## src/sv/cpwla_pkg.sv

```systemverilog
`timescale 1ns / 1ps
// Shared types and constants of the colour pulse width to level averager.
package cpwla_pkg;

  localparam int unsigned LEVEL_W = 8;
  localparam int unsigned MODE_W = 2;
  localparam int unsigned APB_ADDR_W = 5;
  localparam int unsigned APB_DATA_W = 32;
  localparam int unsigned REG_IDX_W = 3;
  localparam int unsigned REG_COUNT = 6;

  localparam logic [LEVEL_W-1:0] LEVEL_MAX = 8'd255;
  localparam logic [31:0] CAL_LOW_RESET = 32'h0000_0000;
  localparam logic [31:0] CAL_HIGH_RESET = 32'h0000_FFFF;

  localparam logic [MODE_W-1:0] CHAN_RED = 2'd0;
  localparam logic [MODE_W-1:0] CHAN_GREEN = 2'd1;
  localparam logic [MODE_W-1:0] CHAN_BLUE = 2'd2;

  localparam logic [REG_IDX_W-1:0] REG_RED_LOW = 3'd0;
  localparam logic [REG_IDX_W-1:0] REG_RED_HIGH = 3'd1;
  localparam logic [REG_IDX_W-1:0] REG_GREEN_LOW = 3'd2;
  localparam logic [REG_IDX_W-1:0] REG_GREEN_HIGH = 3'd3;
  localparam logic [REG_IDX_W-1:0] REG_BLUE_LOW = 3'd4;
  localparam logic [REG_IDX_W-1:0] REG_BLUE_HIGH = 3'd5;

  typedef struct packed {
    logic capture;
    logic commit;
    logic avg_store;
    logic finish;
  } cmd_t;

  typedef struct packed {
    logic mode_bad;
    logic div_done;
    logic avg_due;
  } status_t;

endpackage

```

## src/sv/cpwla_div.sv

```systemverilog
`timescale 1ns / 1ps
// Restoring unsigned divider that produces one quotient bit per cycle.
module cpwla_div #(
  parameter int unsigned DIVIDEND_W = 24,
  parameter int unsigned DIVISOR_W = 17
) (
  input  logic                  clk_i,
  input  logic                  rst_ni,
  input  logic                  start_i,
  input  logic [DIVIDEND_W-1:0] dividend_i,
  input  logic [DIVISOR_W-1:0]  divisor_i,
  output logic                  done_o,
  output logic [DIVIDEND_W-1:0] quotient_o
);

  localparam int unsigned CNT_W = $clog2(DIVIDEND_W + 1);

  logic                  busy_q, busy_d;
  logic                  done_q, done_d;
  logic [CNT_W-1:0]      cnt_q, cnt_d;
  logic [DIVISOR_W-1:0]  dvs_q, dvs_d;
  logic [DIVISOR_W-1:0]  rem_q, rem_d;
  logic [DIVIDEND_W-1:0] quo_q, quo_d;
  logic [DIVISOR_W:0]    rem_shl;
  logic [DIVISOR_W+1:0]  trial;

  assign rem_shl = {rem_q, quo_q[DIVIDEND_W-1]};
  assign trial = {1'b0, rem_shl} - {2'b00, dvs_q};

  always_comb begin
    busy_d = busy_q;
    done_d = 1'b0;
    cnt_d = cnt_q;
    dvs_d = dvs_q;
    rem_d = rem_q;
    quo_d = quo_q;
    if (start_i) begin
      busy_d = 1'b1;
      cnt_d = CNT_W'(DIVIDEND_W);
      dvs_d = divisor_i;
      rem_d = '0;
      quo_d = dividend_i;
    end else if (busy_q) begin
      cnt_d = cnt_q - CNT_W'(1);
      quo_d = {quo_q[DIVIDEND_W-2:0], ~trial[DIVISOR_W+1]};
      if (!trial[DIVISOR_W+1]) begin
        rem_d = trial[DIVISOR_W-1:0];
      end else begin
        rem_d = rem_shl[DIVISOR_W-1:0];
      end
      if (cnt_q == CNT_W'(1)) begin
        busy_d = 1'b0;
        done_d = 1'b1;
      end
    end
  end

  always_ff @(posedge clk_i or negedge rst_ni) begin
    if (!rst_ni) begin
      busy_q <= 1'b0;
      done_q <= 1'b0;
      cnt_q <= '0;
    end else begin
      busy_q <= busy_d;
      done_q <= done_d;
      cnt_q <= cnt_d;
    end
  end

  always_ff @(posedge clk_i) begin
    dvs_q <= dvs_d;
    rem_q <= rem_d;
    quo_q <= quo_d;
  end

  assign done_o = done_q;
  assign quotient_o = quo_q;

endmodule

```

## src/sv/cpwla_datapath.sv

```systemverilog
`timescale 1ns / 1ps
// Datapath: level mapping, block sum, mapping divider, block mean and result registers.
module cpwla_datapath #(
  parameter int unsigned WIDTH_BITS = 16,
  parameter int unsigned AVERAGE_POINTS = 25
) (
  input  logic                              clk_i,
  input  logic                              rst_ni,
  input  cpwla_pkg::cmd_t                   cmd_i,
  output cpwla_pkg::status_t                status_o,
  input  logic [WIDTH_BITS-1:0]             pulse_width_i,
  input  logic [cpwla_pkg::MODE_W-1:0]      mode_i,
  input  logic [WIDTH_BITS-1:0]             cal_low_i,
  input  logic [WIDTH_BITS-1:0]             cal_high_i,
  output logic [cpwla_pkg::LEVEL_W-1:0]     level_o,
  output logic                              level_wrapped_o,
  output logic [cpwla_pkg::LEVEL_W-1:0]     average_o,
  output logic                              average_done_o
);
  import cpwla_pkg::*;

  localparam int unsigned W = WIDTH_BITS;
  localparam int unsigned N = WIDTH_BITS + 8;
  localparam int unsigned D = WIDTH_BITS + 1;
  localparam int unsigned VAL_W = N + 2;
  localparam int unsigned SUM_W = $clog2(AVERAGE_POINTS * 255 + 1);
  localparam int unsigned CNT_W = $clog2(AVERAGE_POINTS + 1);
  localparam int unsigned RECIP_SH = SUM_W + $clog2(AVERAGE_POINTS);
  localparam int unsigned RECIP_W = SUM_W + 1;
  localparam int unsigned PROD_W = RECIP_SH + LEVEL_W;
  localparam logic [RECIP_W-1:0] RECIP =
    RECIP_W'(((64'd1 << RECIP_SH) + 64'(AVERAGE_POINTS) - 64'd1) / 64'(AVERAGE_POINTS));

  logic [W:0]     diff, diff_inv;
  logic           diff_neg;
  logic [W-1:0]   diff_mag;
  logic [N-1:0]   product;
  logic [W+1:0]   dvs, dvs_inv;
  logic           dvs_neg;
  logic [D-1:0]   dvs_mag;
  logic           dvs_zero;

  logic           div_start, div_done;
  logic [N-1:0]   div_dividend, div_quo;
  logic [D-1:0]   div_divisor;

  logic [MODE_W-1:0]  mode_q;
  logic               neg_q, zero_q;
  logic [MODE_W-1:0]  chan_q;
  logic [SUM_W-1:0]   sum_q, sum_base, sum_new;
  logic [CNT_W-1:0]   cnt_q, cnt_base, cnt_new;
  logic               avg_due;

  logic [VAL_W-1:0]   quo_ext, quo_signed, value;
  logic [LEVEL_W-1:0] level_new;
  logic               wrapped_new;

  logic [SUM_W-1:0]   avg_sum_q;
  logic [PROD_W-1:0]  avg_prod;
  logic [LEVEL_W-1:0] avg_new;

  logic [LEVEL_W-1:0] lvl_q, avg_q;
  logic               wrap_q, avg_done_q;
  logic [LEVEL_W-1:0] level_q, average_q;
  logic               level_wrapped_q, average_done_q;

  // Signed mapping is done on magnitudes, with the quotient sign kept apart.
  always_comb begin
    diff = {1'b0, pulse_width_i} - {1'b0, cal_low_i};
    diff_inv = (W + 1)'(0) - diff;
    diff_neg = diff[W];
    diff_mag = diff_neg ? diff_inv[W-1:0] : diff[W-1:0];
    product = {diff_mag, 8'b0} - {7'b0, diff_mag, 1'b0};
    dvs = {2'b00, cal_high_i} + (W + 2)'(1) - {2'b00, cal_low_i};
    dvs_inv = (W + 2)'(0) - dvs;
    dvs_neg = dvs[W+1];
    dvs_mag = dvs_neg ? dvs_inv[D-1:0] : dvs[D-1:0];
    dvs_zero = (dvs == '0);
  end

  always_comb begin
    quo_ext = {2'b00, div_quo};
    quo_signed = neg_q ? (VAL_W'(0) - quo_ext) : quo_ext;
    value = VAL_W'(LEVEL_MAX) - quo_signed;
    level_new = zero_q ? LEVEL_MAX : value[LEVEL_W-1:0];
    wrapped_new = zero_q | (|value[VAL_W-1:LEVEL_W]);
  end

  always_comb begin
    if (mode_q != chan_q) begin
      sum_base = '0;
      cnt_base = '0;
    end else begin
      sum_base = sum_q;
      cnt_base = cnt_q;
    end
    sum_new = sum_base + SUM_W'(level_new);
    cnt_new = cnt_base + CNT_W'(1);
    avg_due = (cnt_new >= CNT_W'(AVERAGE_POINTS));
  end

  // The block mean is a reciprocal multiply that is exact over the whole sum range.
  assign avg_prod = PROD_W'(avg_sum_q) * PROD_W'(RECIP);
  assign avg_new = avg_prod[PROD_W-1:RECIP_SH];

  assign div_start = cmd_i.capture & ~status_o.mode_bad;
  assign div_dividend = product;
  assign div_divisor = dvs_mag;

  cpwla_div #(
    .DIVIDEND_W(N),
    .DIVISOR_W (D)
  ) u_div (
    .clk_i     (clk_i),
    .rst_ni    (rst_ni),
    .start_i   (div_start),
    .dividend_i(div_dividend),
    .divisor_i (div_divisor),
    .done_o    (div_done),
    .quotient_o(div_quo)
  );

  assign status_o.mode_bad = (mode_i != CHAN_RED) && (mode_i != CHAN_GREEN)
                             && (mode_i != CHAN_BLUE);
  assign status_o.div_done = div_done;
  assign status_o.avg_due = avg_due;

  always_ff @(posedge clk_i or negedge rst_ni) begin
    if (!rst_ni) begin
      chan_q <= CHAN_RED;
      sum_q <= '0;
      cnt_q <= '0;
    end else if (cmd_i.commit) begin
      chan_q <= mode_q;
      if (avg_due) begin
        sum_q <= '0;
        cnt_q <= '0;
      end else begin
        sum_q <= sum_new;
        cnt_q <= cnt_new;
      end
    end
  end

  always_ff @(posedge clk_i) begin
    if (cmd_i.capture) begin
      mode_q <= mode_i;
      neg_q <= diff_neg ^ dvs_neg;
      zero_q <= dvs_zero;
      lvl_q <= '0;
      wrap_q <= 1'b0;
      avg_q <= '0;
      avg_done_q <= 1'b0;
    end
    if (cmd_i.commit) begin
      lvl_q <= level_new;
      wrap_q <= wrapped_new;
      avg_sum_q <= sum_new;
    end
    if (cmd_i.avg_store) begin
      avg_q <= avg_new;
      avg_done_q <= 1'b1;
    end
    if (cmd_i.finish) begin
      level_q <= lvl_q;
      level_wrapped_q <= wrap_q;
      average_q <= avg_q;
      average_done_q <= avg_done_q;
    end
  end

  assign level_o = level_q;
  assign level_wrapped_o = level_wrapped_q;
  assign average_o = average_q;
  assign average_done_o = average_done_q;

endmodule

```

## src/sv/cpwla_ctrl.sv

```systemverilog
`timescale 1ns / 1ps
// Controller state machine that sequences one item through the datapath.
module cpwla_ctrl (
  input  logic                 clk_i,
  input  logic                 rst_ni,
  input  logic                 in_valid_i,
  output logic                 in_ready_o,
  input  logic                 out_ready_i,
  output logic                 out_valid_o,
  input  cpwla_pkg::status_t   status_i,
  output cpwla_pkg::cmd_t      cmd_o
);
  import cpwla_pkg::*;

  localparam logic [1:0] ST_IDLE = 2'd0;
  localparam logic [1:0] ST_MAP = 2'd1;
  localparam logic [1:0] ST_AVG = 2'd2;
  localparam logic [1:0] ST_FIN = 2'd3;

  logic [1:0] state_q, state_d;
  logic       out_valid_q, out_valid_d;

  always_comb begin
    state_d = state_q;
    cmd_o = '0;
    in_ready_o = 1'b0;
    case (state_q)
      ST_IDLE: begin
        in_ready_o = 1'b1;
        if (in_valid_i) begin
          cmd_o.capture = 1'b1;
          state_d = status_i.mode_bad ? ST_FIN : ST_MAP;
        end
      end
      ST_MAP: begin
        if (status_i.div_done) begin
          cmd_o.commit = 1'b1;
          state_d = status_i.avg_due ? ST_AVG : ST_FIN;
        end
      end
      ST_AVG: begin
        cmd_o.avg_store = 1'b1;
        state_d = ST_FIN;
      end
      ST_FIN: begin
        if (!out_valid_q || out_ready_i) begin
          cmd_o.finish = 1'b1;
          state_d = ST_IDLE;
        end
      end
      default: begin
        state_d = ST_IDLE;
      end
    endcase
  end

  always_comb begin
    if (cmd_o.finish) begin
      out_valid_d = 1'b1;
    end else if (out_ready_i) begin
      out_valid_d = 1'b0;
    end else begin
      out_valid_d = out_valid_q;
    end
  end

  always_ff @(posedge clk_i or negedge rst_ni) begin
    if (!rst_ni) begin
      state_q <= ST_IDLE;
      out_valid_q <= 1'b0;
    end else begin
      state_q <= state_d;
      out_valid_q <= out_valid_d;
    end
  end

  assign out_valid_o = out_valid_q;

endmodule

```

## src/sv/colour_pulse_width_to_level_averager_unit.sv

```systemverilog
`timescale 1ns / 1ps
// Top level of the colour pulse width to level averager with its calibration registers.
//
//   Channel  Handshake            Payload
//   in       in_valid_i/ready_o   pulse_width_i, mode_i
//   out      out_valid_o/ready_i  level_o, level_wrapped_o, average_o, average_done_o
//   cfg      APB psel/penable     paddr, pwdata, prdata, six calibration registers
//
// A result waits on the one-bit-per-cycle divider over WIDTH_BITS + 8 quotient bits,
// then passes from ST_MAP to ST_FIN; the sample that completes a block also passes
// through ST_AVG, where the mean is stored. The next input is taken only after the
// result is finished and the controller is back in ST_IDLE, one item at a time.
// An item with an unused channel code skips the divider: ST_IDLE goes straight to ST_FIN.
// Reset restores the calibration registers and clears the block sum and count.
module colour_pulse_width_to_level_averager_unit #(
  parameter int unsigned WIDTH_BITS = 16,
  parameter int unsigned AVERAGE_POINTS = 25
) (
  input  logic                                clk_i,
  input  logic                                rst_ni,
  input  logic                                in_valid_i,
  output logic                                in_ready_o,
  input  logic [WIDTH_BITS-1:0]               pulse_width_i,
  input  logic [cpwla_pkg::MODE_W-1:0]        mode_i,
  output logic                                out_valid_o,
  input  logic                                out_ready_i,
  output logic [cpwla_pkg::LEVEL_W-1:0]       level_o,
  output logic                                level_wrapped_o,
  output logic [cpwla_pkg::LEVEL_W-1:0]       average_o,
  output logic                                average_done_o,
  input  logic                                psel,
  input  logic                                penable,
  input  logic                                pwrite,
  input  logic [cpwla_pkg::APB_ADDR_W-1:0]    paddr,
  input  logic [cpwla_pkg::APB_DATA_W-1:0]    pwdata,
  output logic [cpwla_pkg::APB_DATA_W-1:0]    prdata,
  output logic                                pready
);
  import cpwla_pkg::*;

  localparam logic [WIDTH_BITS-1:0] LOW_RST = WIDTH_BITS'(CAL_LOW_RESET);
  localparam logic [WIDTH_BITS-1:0] HIGH_RST = WIDTH_BITS'(CAL_HIGH_RESET);

  logic [WIDTH_BITS-1:0] red_low_q, red_high_q;
  logic [WIDTH_BITS-1:0] green_low_q, green_high_q;
  logic [WIDTH_BITS-1:0] blue_low_q, blue_high_q;
  logic [WIDTH_BITS-1:0] cal_low, cal_high;
  logic [REG_IDX_W-1:0]  reg_idx;
  logic                  reg_write;
  logic [WIDTH_BITS-1:0] wdata;

  cmd_t    cmd;
  status_t status;

  assign pready = 1'b1;
  assign reg_idx = paddr[APB_ADDR_W-1:2];
  assign reg_write = psel & penable & pwrite & pready;
  assign wdata = pwdata[WIDTH_BITS-1:0];

  always_ff @(posedge clk_i or negedge rst_ni) begin
    if (!rst_ni) begin
      red_low_q <= LOW_RST;
      red_high_q <= HIGH_RST;
      green_low_q <= LOW_RST;
      green_high_q <= HIGH_RST;
      blue_low_q <= LOW_RST;
      blue_high_q <= HIGH_RST;
    end else if (reg_write) begin
      case (reg_idx)
        REG_RED_LOW: red_low_q <= wdata;
        REG_RED_HIGH: red_high_q <= wdata;
        REG_GREEN_LOW: green_low_q <= wdata;
        REG_GREEN_HIGH: green_high_q <= wdata;
        REG_BLUE_LOW: blue_low_q <= wdata;
        REG_BLUE_HIGH: blue_high_q <= wdata;
        default: begin
        end
      endcase
    end
  end

  always_comb begin
    case (reg_idx)
      REG_RED_LOW: prdata = APB_DATA_W'(red_low_q);
      REG_RED_HIGH: prdata = APB_DATA_W'(red_high_q);
      REG_GREEN_LOW: prdata = APB_DATA_W'(green_low_q);
      REG_GREEN_HIGH: prdata = APB_DATA_W'(green_high_q);
      REG_BLUE_LOW: prdata = APB_DATA_W'(blue_low_q);
      REG_BLUE_HIGH: prdata = APB_DATA_W'(blue_high_q);
      default: prdata = '0;
    endcase
  end

  always_comb begin
    case (mode_i)
      CHAN_RED: begin
        cal_low = red_low_q;
        cal_high = red_high_q;
      end
      CHAN_GREEN: begin
        cal_low = green_low_q;
        cal_high = green_high_q;
      end
      CHAN_BLUE: begin
        cal_low = blue_low_q;
        cal_high = blue_high_q;
      end
      default: begin
        cal_low = '0;
        cal_high = '0;
      end
    endcase
  end

  cpwla_ctrl u_ctrl (
    .clk_i      (clk_i),
    .rst_ni     (rst_ni),
    .in_valid_i (in_valid_i),
    .in_ready_o (in_ready_o),
    .out_ready_i(out_ready_i),
    .out_valid_o(out_valid_o),
    .status_i   (status),
    .cmd_o      (cmd)
  );

  cpwla_datapath #(
    .WIDTH_BITS    (WIDTH_BITS),
    .AVERAGE_POINTS(AVERAGE_POINTS)
  ) u_datapath (
    .clk_i          (clk_i),
    .rst_ni         (rst_ni),
    .cmd_i          (cmd),
    .status_o       (status),
    .pulse_width_i  (pulse_width_i),
    .mode_i         (mode_i),
    .cal_low_i      (cal_low),
    .cal_high_i     (cal_high),
    .level_o        (level_o),
    .level_wrapped_o(level_wrapped_o),
    .average_o      (average_o),
    .average_done_o (average_done_o)
  );

  // A finished result never overwrites one that has not been transferred.
  assert property (@(posedge clk_i) disable iff (!rst_ni)
    cmd.finish |-> (!out_valid_o || out_ready_i))
    else $error("result register overwritten before transfer");

  // Only one item is in flight at a time.
  assert property (@(posedge clk_i) disable iff (!rst_ni)
    (in_valid_i && in_ready_o) |=> !in_ready_o)
    else $error("input taken while an item is in flight");

  // The average field is zero on every result that does not close a block.
  assert property (@(posedge clk_i) disable iff (!rst_ni)
    (out_valid_o && !average_done_o) |-> (average_o == '0))
    else $error("average present without block completion");

  // The block mean is stored right after a committed sample that completes the block.
  assert property (@(posedge clk_i) disable iff (!rst_ni)
    cmd.avg_store |-> $past(cmd.commit && status.avg_due))
    else $error("average stored without a completed block");

endmodule

```

## config.mk

```make
export PLATFORM = sky130hd
export DESIGN_NAME = colour_pulse_width_to_level_averager_unit
export DESIGN_NICKNAME = d
export VERILOG_FILES = /design/src/sv/cpwla_pkg.sv /design/src/sv/cpwla_div.sv /design/src/sv/cpwla_datapath.sv /design/src/sv/cpwla_ctrl.sv /design/src/sv/colour_pulse_width_to_level_averager_unit.sv
export SDC_FILE = /design/constraint.sdc
export NUM_CORES = 1
export LEC_CHECK = 0
export BUFFER_PORTS_ARGS = -buffer_cell sky130_fd_sc_hd__buf_2
export CAP_MARGIN = 20
export CORE_MARGIN = 4
export CORE_UTILIZATION = 40
export CTS_CLUSTER_DIAMETER = 80
export CTS_CLUSTER_SIZE = 14
export DETAILED_ROUTE_END_ITERATION = 10
export SYNTH_ARGS = -nofsm -noshare
export SYNTH_HDL_FRONTEND = slang
export SYNTH_HIERARCHICAL = 1
export SYNTH_SLANG_ARGS = --single-unit
```

## constraint.sdc

```tcl
create_clock -name clk_i -period 14.4 [get_ports clk_i]
set_clock_uncertainty 0.05 [all_clocks]
set_input_delay 2.16 -clock clk_i [delete_from_list [all_inputs] [get_ports clk_i]]
set_output_delay 2.16 -clock clk_i [all_outputs]
set_load 0.05 [all_outputs]
```

Yosys cells after proc, flatten, opt, wreduce, memory -nomap -nowiden

Index checks and enable logic that the tools add are counted.

Register bits: 237
Input port bits: 62

Bitwise logic cells: 7
Multiply operators: 1
Reductions and logical operators: 21
Add/subtract/negate cells: 12
Equality and inequality tests: 17
Magnitude comparators: 1
Muxes and demuxes: 43

Operator list:

| cell                                                | count |
|---|---|
| case mux 16 bit (3 select lines)                    | 2 |
| case mux 16 bit (6 select lines)                    | 1 |
| 2-to-1 mux 24 bit                                   | 2 |
| 2-to-1 mux 17 bit                                   | 2 |
| 2-to-1 mux 8 bit                                    | 4 |
| 2-to-1 mux 13 bit                                   | 2 |
| 2-to-1 mux 26 bit                                   | 1 |
| subtractor 8 x 26 -> 26 bit, first input constant   | 1 |
| multiplier 13 x 13 -> 25 bit, second input constant | 1 |
| subtractor 1 x 24 -> 25 bit, first input constant   | 1 |
| subtractor 24 x 17 -> 24 bit                        | 1 |
| 2-to-1 mux 5 bit                                    | 4 |
| 2-to-1 mux 1 bit                                    | 19 |
| subtractor 18 x 17 -> 19 bit                        | 1 |
| logical NOT 18 bit                                  | 1 |
| OR reduction 18 bit                                 | 1 |
| subtractor 17 x 16 -> 18 bit                        | 1 |
| adder 16 x 1 -> 17 bit, second input constant       | 1 |
| subtractor 1 x 17 -> 17 bit, first input constant   | 1 |
| subtractor 16 x 16 -> 17 bit                        | 1 |
| 2-to-1 mux 16 bit                                   | 1 |
| subtractor 1 x 16 -> 16 bit, first input constant   | 1 |
| adder 13 x 8 -> 13 bit                              | 1 |
| AND reduction 2 bit                                 | 6 |
| other kinds (25)                                    | 45 |

Longest topological paths before layout

Depth after elaboration: 7
Gate-level depth with buffers: 29

Hierarchy

Netlist, hierarchy kept.

Modules (own cells, without submodules):

| module                                    | seq. area each (µm²) | area each (µm²) | instances | cells an instance |
|---|---|---|---|---|
| cpwla_datapath                            | 2082.0               | 10699.0         | 1         | 1206 |
| colour_pulse_width_to_level_averager_unit | 2462.4               | 5332.6          | 1         | 444 |
| cpwla_div                                 | 1746.7               | 3590.9          | 1         | 322 |
| cpwla_ctrl                                | 75.1                 | 251.5           | 1         | 24 |

Least setup slack after synthesis

No wires, ideal clock.

Path kind: input to register
Start point: input port mode_i[1] (netlist bit)
End point: register u_datapath.u_div.quo_q[21] (netlist: u_datapath/u_div/quotient_o[21]), data pin
Setup slack: 6.775 ns
Arrival time: 7.315 ns
Data required time: 14.090 ns
Buffers on the path: 2
Stages on the path: 23
Cells stage by stage: clkbuf_1 -> buf_2 -> mux2i_1 -> o21ai_0 -> ha_1 -> fa_1 -> nand2b_1 -> a211oi_2 -> o21a_1 -> o31a_1 -> o211ai_1 -> a22o_1 -> or3_1 -> o31ai_1 -> xnor2_1 -> ha_1 -> a31oi_1 -> and2_1 -> nand2_1 -> or3_1 -> nor3_1 -> a311oi_1 -> mux2_2

Longest elaborated chain between the ends: 7

RTL lines:

| what                                              | RTL line                                        | source |
|---|---|---|
| from (decl)                                       | colour_pulse_width_to_level_averager_unit.sv:24 | `input logic [cpwla_pkg::MODE_W-1:0] mode_i,` |
| equality test 2 bit, or another cell as far along | colour_pulse_width_to_level_averager_unit.sv:95 | `case (mode_i)` |
| case mux 16 bit (3 select lines) *                | colour_pulse_width_to_level_averager_unit.sv:95 |  |
| net cal_low[0]                                    | colour_pulse_width_to_level_averager_unit.sv:47 | `logic [WIDTH_BITS-1:0] cal_low, cal_high;` |
| subtractor 16 x 16 -> 17 bit *                    | cpwla_datapath.sv:69                            | `diff = {1'b0, pulse_width_i} - {1'b0, cal_low_i};` |
| subtractor 1 x 16 -> 16 bit                       | cpwla_datapath.sv:70                            | `diff_inv = (W + 1)'(0) - diff;` |
| 2-to-1 mux 16 bit *                               | cpwla_datapath.sv:72                            | `diff_mag = diff_neg ? diff_inv[W-1:0] : diff[W-1:0];` |
| subtractor 24 x 17 -> 24 bit *                    | cpwla_datapath.sv:73                            | `product = {diff_mag, 8'b0} - {7'b0, diff_mag, 1'b0};` |
| net u_datapath.div_dividend[21]                   | cpwla_datapath.sv:44                            | `logic [N-1:0] div_dividend, div_quo;` |
| 2-to-1 mux 24 bit *                               | cpwla_div.sv:37                                 | `if (start_i) begin` |
| net u_datapath.u_div.quo_d[21]                    | cpwla_div.sv:23                                 | `logic [DIVIDEND_W-1:0] quo_q, quo_d;` |
| to (signal assigned)                              | cpwla_div.sv:73                                 | `quo_q <= quo_d;` |
| to (decl)                                         | cpwla_div.sv:23                                 |  |

The timed path passes the listed nets; every way through them passes the cells marked *.
A chain may end at the register's enable or synchronous reset.

Worst setup path in the final report

Same ends and word-level chain as after synthesis.

==> flow_summary.toml <==
[run_status]
run_status = "complete, no violations"

[clocking]
ctsLongestPathBuffers = 3
post-cts-setup-buffers = 0
clk_latency_ns = 0.53
clockRootBuffer = "clkbuf_16"
clkSinkCount = 237
path_clk_slew_ns = 0.06
cts-htree-levels = 1
cts_made_buffers = 23
cts_tree = "yes"
cts.repair.resized = 0
hold_buffers = 0

[finish]
multi_input_area_um2 = 12200
nets = 2336
drive_above_1_share_pct = 18.9
area_growth_pct = 8.02
diodes = 0
final_common_cell = "inv_1"
fillers = 4732
final_cell_mix = "inv_1 (215), ha_1 (180), nand2_1 (151)"
seq_area_um2 = 6370

[setup_path]
r2r.worst_path.cells = 22
critical_path_class = "in -> reg"
cp.required_ns = 14.63
r2r_end = "u_datapath/avg_q[7]"
cp_data_arrival_time_ns = 8.72
max_stage_delay_ns = 0.53
cp_max_fo = 35
slowest_stage = "buf_4"
reg2reg_slack_ns = 7.80
timing.rr.start = "u_datapath/avg_sum_q[4]"
worst_setup_path_end_kind = "flip-flop"
critPathLaunchType = "primary input"

[logic_synthesis]
yosysSeqAreaShare_pct = 32.0
synth_edf_count = 93
synth-seq-cells = 237
synthArstFlopShare_pct = 53.2
syn_area_um2 = 19900
synth_cell_types = 114
synthCells = 1996
synth_area_leader_cell = "edfxtp_1"
synth_fa_ha_area_share_pct = 17.5
synth-simple-area-share_pct = 12.7
synth-xor-area-share_pct = 5.89
synth_top_area_share_pct = 14.1
synth_area_leaders = "edfxtp_1 (14%), ha_1 (11%), dfrtp_1 (9.8%), mux2_2 (8.2%), dfstp_2 (6.3%)"
ys.flop_type = "edfxtp_1"
synth_mux_area_share_pct = 11.6
ys_warn_count = 6
synth_compound_area_share_pct = 13.4
synth_top_family_by_area = "adder cells"
postSynthAreaPerCell_um2 = 9.96

[die]
die_h_um = 231
core_um2 = 49100
rows = 81
die_area_um2 = 53300
ios = 115
dieWidth_um = 231
start_util_pct = 40.5

[drt]
vias_per_cell = 5.33
wl_per_cell_um = 17.0
vias = 14500
first_iter_violations = 736
drtAntennaViolNets = 0
drc_errors = 0
wl_mm = 46.1
dr.pass1.iters = 5

[global_route]
grt_max_degree = 71
overflow = 0
antenna_found_initial = 3
grt_pass1_vias = 14300
track_usage_pct = 17.1
grt_pass1_wl_mm = 75.2

[placed_design]
io_buffer_count = 79
place.gp.congestion = 0.845
detailedPlace.worstSlack_ns = 5.44
dpl.hpwl_mm = 34.6

[sta]
clock.fmax_mhz = 118
worstMarginPinSlew_ns = 1.08
fin_setup_tns_ns = 0
finalSetupViolCount = 0
period_minus_slack_ns = 8.49
timing_hold_violations_final = 0
fin_crit_sh_pct = 58.9
rsz0062_at_grt = "false"
drv_slew = 0
setup_slack_ns = 5.91
relSlewSlack_pct = 27.5

[hold_path]
worstHoldPathCells = 0
whs_endpoint = "u_datapath/average_o[6]"
min_path_type = "reg -> reg"
min_from = "u_datapath/avg_q[6]"

[power_and_ir_drop]
ir_drop_mv = 0.0859
powerDensity_nw_per_um2 = 176
power_leakage_nw = 9.38

[job]
drv_cap = 0
## sequential cells by signal (all words and copies together) (netlist names), 2 cells and up
| signal | cells |
|---|---|
| u_datapath/mode_q | 2 |
| u_datapath/avg_q | 8 |
| u_datapath/u_div/rem_q | 17 |
| blue_high_q | 16 |
| u_datapath/sum_q | 13 |
| u_datapath/cnt_q | 5 |
| blue_low_q | 16 |
| u_datapath/chan_q | 2 |
| red_high_q | 16 |
| u_datapath/u_div/quotient_o | 24 |
| green_low_q | 16 |
| u_datapath/u_div/dvs_q | 17 |
| u_datapath/avg_sum_q | 13 |
| u_ctrl/state_q | 2 |
| red_low_q | 16 |
| u_datapath/level_o | 8 |
| green_high_q | 16 |
| u_datapath/u_div/cnt_q | 5 |
| u_datapath/average_o | 8 |
| u_datapath/lvl_q | 8 |
## cell type report
| cell class | count | share of cell area [%] |
|---|---|---|
| multi-input cells | 1460 | 57.0 |
| repair buffers | 92 | 2.31 |
| flip-flops and latches | 237 | 29.7 |
| well taps | 664 | 3.87 |
| inverters | 219 | 3.83 |
| clock buffers | 37 | 3.12 |
| clock inverters | 4 | 0.198 |
## per-stage QoR
| stage | area [um^2] | util, % | cells | power [mW] | hold slack (ns) |
|---|---|---|---|---|---|
| after CTS | 21500 | 43.8 | 2713 | 3.82 | 0.370 |
| after global placement | 20800 | 42.3 | 2672 | 3.15 | 0.353 |
| after floorplan | 19900 | - | 2011 | 2.77 | 0.350 |
| after global routing | 21500 | 43.8 | 2713 | 4.10 | 0.381 |
| final | 21500 | 43.8 | 2713 | 3.78 | 0.369 |
| after detailed placement | 20800 | 42.3 | 2672 | 3.20 | 0.355 |
## metal layers
layer	global-route usage, %	vias to the layer above	part of all wire, %	wire length, um
met2	29.8	240	49	22500
li1	-	7103	-	-
met4	4.81	4	2.9	1330
met3	2.25	64	3.3	1540
met5	0	-	0.046	21
met1	22.3	7046	45	20700
## cells in the mapped netlist, types with 37 or more instances
| library cell | count |
|---|---|
| mux2i_1 | 66 |
| mux2_2 | 145 |
| dfrtp_1 | 78 |
| nor2_1 | 102 |
| inv_1 | 215 |
| dfstp_2 | 48 |
| clkbuf_1 | 42 |
| edfxtp_1 | 93 |
| a21oi_1 | 61 |
| ha_1 | 180 |
| nand3_1 | 37 |
| fa_1 | 61 |
| xnor2_1 | 83 |
| o21ai_0 | 90 |
| nand2_1 | 151 |
| xor2_1 | 38 |
## kinds of logic after synthesis
kind of cell	count (synthesis)
XOR/XNOR	127
buffers and inverters	314
adder cells (fa/ha/maj)	242
multiplexers	212
flip-flops	237
AND/OR/NAND/NOR	488
other	3
AO/OA/AOI/OAI	373
## power breakdown
part           leakage, nW  switching, mW  internal (mW)  total (mW)
Clock                0.344          0.268          0.322       0.590
Sequential            2.55          0.145          0.978        1.12
Combinational         6.49           1.21          0.858        2.07
## how the worst max path moves through the flow
| stage | slack [ns] | end | start |
|---|---|---|---|
| 2_1_floorplan | 6.78 | u_datapath/u_div/quotient_o[21] | mode_i[1] |
| 3_3_place_gp | 5.50 | u_datapath/u_div/quotient_o[21] | mode_i[1] |
| 3_5_place_dp | 5.44 | u_datapath/u_div/quotient_o[21] | mode_i[1] |
| 4_1_cts | 5.99 | u_datapath/u_div/quotient_o[21] | mode_i[1] |
| 5_1_grt | 5.44 | u_datapath/u_div/quotient_o[21] | mode_i[0] |
| 6_report | 5.91 | u_datapath/u_div/quotient_o[21] | mode_i[1] |
## critical path: cells and delay by family
family | cells | cell delay, ns
and+or+nand+nor | 8 | 1.60
adders and majority gates | 3 | 1.13
buffers and inverters | 3 | 0.89
muxes | 1 | 0.31
AOI/OAI and AO/OA | 9 | 2.38
xor gates and xnor gates | 1 | 0.20
Power figures use the tool's default switching activity.
